**src/rtl/obvg_pkg.sv**
```systemverilog
// ============================================================================
// obvg_pkg
// Shared types, constants and the arctangent table for the box corner
// generator.
// ============================================================================
package obvg_pkg;

   localparam int ANGLE_BITS = 16;
   localparam int NSTEPS     = 30;
   localparam logic signed [33:0] CORDIC_GAIN = 34'sd652032874;
   localparam logic signed [33:0] ONE_Q30     = 34'sd1073741824;

   typedef struct packed {
      logic                kind;
      logic signed [31:0]  ref_x;
      logic signed [31:0]  ref_y;
      logic [15:0]         heading;
      logic [15:0]         box_length;
      logic [15:0]         box_width;
      logic [15:0]         front_overhang;
      logic [15:0]         box_height;
   } req_type;

   typedef struct packed {
      logic signed [31:0]  vertex_x;
      logic signed [31:0]  vertex_y;
      logic [15:0]         vertex_z;
      logic [2:0]          vertex_index;
      logic                last;
   } rsp_type;

   // Box job handed from the front (angle) to the back (corner emitter).
   typedef struct packed {
      logic signed [31:0]  ref_x;
      logic signed [31:0]  ref_y;
      logic signed [31:0]  cos_v;   // Q1.30 clamped
      logic signed [31:0]  sin_v;
      logic signed [17:0]  s_front; // 2*s
      logic signed [17:0]  s_rear;
      logic signed [17:0]  t_wid;   // 2*t
      logic [15:0]         box_height;
   } job_type;

   // atan(2^-i) in units of 2^-32 turn
   function automatic logic signed [33:0] atan_turn(input logic [4:0] i);
      case (i)
         5'd0:  atan_turn = 34'sd536870912;
         5'd1:  atan_turn = 34'sd316933406;
         5'd2:  atan_turn = 34'sd167458907;
         5'd3:  atan_turn = 34'sd85004756;
         5'd4:  atan_turn = 34'sd42667331;
         5'd5:  atan_turn = 34'sd21354465;
         5'd6:  atan_turn = 34'sd10679838;
         5'd7:  atan_turn = 34'sd5340245;
         5'd8:  atan_turn = 34'sd2670163;
         5'd9:  atan_turn = 34'sd1335087;
         5'd10: atan_turn = 34'sd667544;
         5'd11: atan_turn = 34'sd333772;
         5'd12: atan_turn = 34'sd166886;
         5'd13: atan_turn = 34'sd83443;
         5'd14: atan_turn = 34'sd41722;
         5'd15: atan_turn = 34'sd20861;
         5'd16: atan_turn = 34'sd10430;
         5'd17: atan_turn = 34'sd5215;
         5'd18: atan_turn = 34'sd2608;
         5'd19: atan_turn = 34'sd1304;
         5'd20: atan_turn = 34'sd652;
         5'd21: atan_turn = 34'sd326;
         5'd22: atan_turn = 34'sd163;
         5'd23: atan_turn = 34'sd81;
         5'd24: atan_turn = 34'sd41;
         5'd25: atan_turn = 34'sd20;
         5'd26: atan_turn = 34'sd10;
         5'd27: atan_turn = 34'sd5;
         5'd28: atan_turn = 34'sd3;
         5'd29: atan_turn = 34'sd1;
         default: atan_turn = 34'sd0;
      endcase
   endfunction

endpackage

```
**src/rtl/obvg_job_queue.sv**
```systemverilog
// ============================================================================
// obvg_job_queue
// Short queue of box jobs between the angle front and the corner back.
// ============================================================================
module obvg_job_queue (
   input  logic               clock,
   input  logic               reset,
   input  logic               wr_valid,
   output logic               wr_ready,
   input  obvg_pkg::job_type  wr_data,
   output logic               rd_valid,
   input  logic               rd_ready,
   output obvg_pkg::job_type  rd_data
);
   import obvg_pkg::*;

   job_type    mem_ff [0:3];
   logic [1:0] wptr_ff, rptr_ff;
   logic [2:0] cnt_ff;
   logic       wr_en, rd_en;

   assign wr_ready = (cnt_ff != 3'd4);
   assign rd_valid = (cnt_ff != 3'd0);
   assign wr_en    = wr_valid && wr_ready;
   assign rd_en    = rd_valid && rd_ready;
   assign rd_data  = mem_ff[rptr_ff];

   // advance pointers and count on each transfer
   always_ff @(posedge clock) begin
      if (reset) begin
         wptr_ff <= '0;
         rptr_ff <= '0;
         cnt_ff  <= '0;
      end else begin
         if (wr_en) wptr_ff <= wptr_ff + 2'd1;
         if (rd_en) rptr_ff <= rptr_ff + 2'd1;
         cnt_ff <= cnt_ff + {2'b0, wr_en} - {2'b0, rd_en};
      end
      if (wr_en) mem_ff[wptr_ff] <= wr_data;
   end
endmodule

```
**config.mk**
```make
export PLATFORM = sky130hd
export DESIGN_NAME = obvg_job_queue
export DESIGN_NICKNAME = d
export VERILOG_FILES = /design/src/rtl/obvg_pkg.sv /design/src/rtl/obvg_job_queue.sv
export SDC_FILE = /design/constraint.sdc
export NUM_CORES = 1
export LEC_CHECK = 0
export BUFFER_PORTS_ARGS = -buffer_cell sky130_fd_sc_hd__buf_2
export CAP_MARGIN = 20
export CORE_MARGIN = 8
export CORE_UTILIZATION = 50
export CTS_BUF_LIST = sky130_fd_sc_hd__clkbuf_16
export DETAILED_ROUTE_END_ITERATION = 12
export PLACE_DENSITY = 0.79
export RECOVER_POWER = 50
export SYNTH_ARGS = -nofsm -noshare
export SYNTH_HDL_FRONTEND = slang
export SYNTH_SLANG_ARGS = --single-unit
```
**constraint.sdc**
```tcl
create_clock -name clock -period 5.48 [get_ports clock]
set_clock_uncertainty 0.1 [all_clocks]
set_input_delay 0.274 -clock clock [delete_from_list [all_inputs] [get_ports clock]]
set_output_delay 0.274 -clock clock [all_outputs]
set_load 0.005 [all_outputs]
```
Word level (Yosys, flattened, before mapping):

Memory sizes are Yosys's and may differ from the RTL's. A register that Yosys moved wholly into a read port is not among the register bits.
Cells that the tools add are included.
Widths: inputs -> output; s select.

* add/sub/neg operators: 4
* equal/unequal tests: 1
* muxes and demuxes: 4
* reduce and logical (&&, ||, !) cells: 3

Operator list (count)
* $add 2x1->2 const B: 2
* $mux 2: 2
* $add 3x1->3: 1
* $ne 3x3->1 const B: 1
* $reduce_bool 3->1: 1
* $sub 3x1->3: 1
* $logic_and 1x1->1: 2
* $mux 1: 2

* register bits: 7
* bits in writable memories: 792
* input bits: 202
* output and inout port bits: 200
* word-level logic and storage cells: 16
* memories: 1

Memories
* mem_ff: depth 4, bits a word 198, read ports 1, clocked after Yosys merged registers in 1, write ports 1, RTL line obvg_job_queue.sv:17 `job_type mem_ff [0:3];`

Longest topological paths before layout:

* word-level depth: 4
* mapped depth: 11
* gate-level depth less buffers: 11

Worst setup path before layout:

Ideal clock, no wire load.

* kind: reg-to-reg
* from: register cnt_ff[1]
* to: memory mem_ff[2][0] (netlist bit), enable pin
* arrival time: 5403 ps
* path slack: -606 ps
* stages on the path, launching flop included: 4
* path buffers: 0
* period minus slack after synthesis: 6086 ps
* cell sequence: dfxtp_1 > nor2_1 > a21boi_1 > and2_1

* word-level cells in the longest chain between the ends: 4

Ends and longest elaborated chain
* start: declaration: RTL line obvg_job_queue.sv:19 `logic [2:0] cnt_ff;`
* start signal: assignment: RTL line obvg_job_queue.sv:37 `cnt_ff <= cnt_ff + {2'b0, wr_en} - {2'b0, rd_en};`
* $ne 3x3->1: RTL line obvg_job_queue.sv:22 `assign wr_ready = (cnt_ff != 3'd4);`
* $logic_and 1x1->1: RTL line obvg_job_queue.sv:24 `assign wr_en = wr_valid && wr_ready;`
* $mux 1: RTL line obvg_job_queue.sv:39 `if (wr_en) mem_ff[wptr_ff] <= wr_data;`
* $mux 1 (not written as such): RTL line obvg_job_queue.sv:39
* end: declaration: RTL line obvg_job_queue.sv:17

No other way between the ends.

Worst setup path after layout:

* from: register cnt_ff[1]
* to: memory mem_ff[0][194] (netlist bit), enable pin

The elaborated chain is that of the path after synthesis.

==> flow_summary.yaml <==
detailed_routing:
  avgViaCountPerCell: 5.47
  drc: 0
  drtIter0Drc: 1089
  wl_mm: 62.6
  drtPass1Iterations: 5
  wl_per_cell_microns: 24.4
  ant_nets: 0
  num_vias: 14000
clocking:
  cts_max_path_buffers: 3
  root_buffer: "clkbuf_16"
  cts_buffers: 80
  postCtsSetupRepairBufs: 0
  tritoncts: "built"
  clock_sinks: 801
  insertion_delay_ns: 0.60
  cts_max_level: 3
  path_clk_slew_ns: 0.06
layout:
  num-fill-cells: 3754
  fin_area_sq_um: 36300
  final-seq-area_sq_um: 24000
  drive_gt1_frac: 0.295
  multi_input_area_sq_um: 4730
  nNetsFinal: 1944
  fin_cells: 2566
  fin_util: 0.630
  area_delta_synth_final_pct: 25.0
global_routing:
  grt_overflow: 0
  grt_use_total: 0.186
  grt_pass1_vias: 15300
  antenna_found_initial: 6
  grt_max_degree: 111
  grt_pass1_wl_mm: 94.5
pwr:
  peakVddDrop_uv: 483
  p_leak_nw: 11.8
  p_int_mw: 12.4
  switching_power_mw: 4.27
  p_per_area_nw_per_um2: 458
  combPwrFrac: 0.211
  seqPwrFrac: 0.467
  power_mw: 16.6
  pwr-share-clk: 0.322
  p_sw_frac: 0.257
hold_path:
  holdCritPathClass: "in2reg"
  min_from: "rd_ready"
  hold_depth: 4
logic_synthesis:
  synth_edf_count: 792
  synth_top_area_cell: "edfxtp_1"
  synth-seq-cells: 801
  netlist_instances: 1083
  async_flop_share: 0
  ys.flop_type: "edfxtp_1"
  synth.most_common_cell: "edfxtp_1"
  synth.area.top_cells: "edfxtp_1 82%, mux4_2 15%, dfxtp_1 0.62%"
  yosys-top-cells-count: "792 x edfxtp_1, 198 x mux4_2, 22 x buf_2, 15 x buf_6, 9 x dfxtp_1"
  synth-seq-area-share: 0.826
  ys_types: 24
  avgSynthCellArea_sq_um: 26.8
  yosysWarnings: 0
  synth_area_sq_um: 29000
  synth_nets: 1292
  synth.top_cell.area_share: 0.820
placed_design:
  gp_congestion: 0.759
  io_buffer_count: 401
  dp_cells: 2219
  dp_hpwl_mm: 35.2
  dpl_cell_area_sq_um: 31900
  pre_cts_slack_ns: 2.44
sta:
  max_freq_mhz: 240
  final-hold-violation-count: 0
  hold_slack_ns: 0.0815
  maxSlewViolCount: 93
  rsz0062_at_grt: "no"
  period_share: 0.761
  worst_pin_slew_ns: 2.72
  setup_ws_ns: 1.31
  relSlewSlack: -0.815
  setup_tns_ns: 0
  min_period_ns: 4.17
  setup_viol: 0
critical_path:
  reg2regPathDepth: 4
  start_kind: "flip-flop"
  cp.arrival_ns: 4.22
  required_ns: 5.53
  reg2reg_to: "mem_ff[0][194]"
  r2r_slack_ns: 1.31
  crit_fanout: 92
  r2r-start: "cnt_ff[1]"
  critPathKind: "reg2reg"
  cp-end-kind: "flip-flop"
die:
  start_util: 0.504
  rows: 88
  io_pins: 402
  core_area_sq_um: 57600
  dieArea_sq_um: 66000
  die_h_microns: 257
  die_w_microns: 257
job:
  maxCapViolCount: 1
run_status:
  violations: "max-capacitance violations, max-slew violations"
  status: "finished with violations"
==> worst max-delay path, cell delays in order (launching register included) <==
cell and delay, ns:
dfxtp_1 0.45, nor2_1 0.11, a21boi_0 0.74, and2_4 0.30, clkbuf_2 1.84
==> area by class of cell <==
cell class                 count  share of cell area
antenna                        4            0.000276
tap                          765              0.0264
sequential                   801               0.661
clock buffer                  82              0.0566
inverter                       5            0.000517
multi-input combinational    232               0.130
clock inverter                62              0.0151
timing repair buffer         615               0.110
==> layout by cell type, fill, tap and decap left out, types with 3 or more instances in the layout <==
cell type / count
edfxtp_1: 792
buf_2: 201
clkbuf_1: 200
dlygate4sd3_1: 199
mux4_2: 198
clkbuf_16: 82
clkinv_1: 24
inv_1: 16
buf_12: 10
nor2_1: 8
bufinv_16: 8
clkinv_2: 7
dfxtp_1: 7
ha_1: 6
diode_2: 4
and2_4: 4
clkinv_4: 4
buf_4: 4
clkinv_8: 3
==> cell families after synthesis <==
group	after synthesis	synth area share
fa+ha+maj	7	0.00328
buf+inv	50	0.0113
mux	200	0.154
xor+xnor	3	0.000906
flops	801	0.826
simple gates	19	0.00328
compound gates	3	0.000863
==> metal layers <==
layer | wire [microns] | part of all wire | track usage | vias up
met5 | 39 | 0.00062 | 0 | -
met4 | 1490 | 0.024 | 0.0603 | 6
met3 | 5560 | 0.089 | 0.0580 | 104
met2 | 32200 | 0.51 | 0.314 | 553
met1 | 23300 | 0.37 | 0.230 | 7343
li1 | - | - | - | 6024
==> flip-flops by register name, summed over array words and instances, names as in the netlist, named ones only <==
name and cells:
cnt_ff 3, mem_ff 792, rptr_ff 2, wptr_ff 2
==> timing repair <==
item                                    CTS  global route
hold buffers                            199             0
resized for setup                         0             0
hold endpoints to repair                801             0
endpoints found under the setup margin    0             0
==> how the worst max path moves through the flow <==
stage	from	endpoint	slack [ns]	cells after the start
2_1_floorplan	cnt_ff[1]	mem_ff[0][0]	1.59	3
3_3_place_gp	cnt_ff[1]	mem_ff[2][93]	2.52	4
3_5_place_dp	cnt_ff[1]	mem_ff[2][93]	2.44	4
4_1_cts	flip-flop	rd_data[121]	2.10	3
5_1_grt	cnt_ff[1]	mem_ff[0][194]	1.02	4
6_report	cnt_ff[1]	mem_ff[0][194]	1.31	4
==> power by group through the flow <==
stage          sequential [mW]  combinational (mW)  clock, mW
5_1_grt                   7.83                3.78       5.66
6_report                  7.77                3.51       5.35
3_3_place_gp              7.81                3.43          0
3_5_place_dp              7.87                3.45          0
2_1_floorplan             7.79                2.13          0
4_1_cts                   7.75                3.61       5.45
No activity file was read; power rests on OpenSTA's default activity.
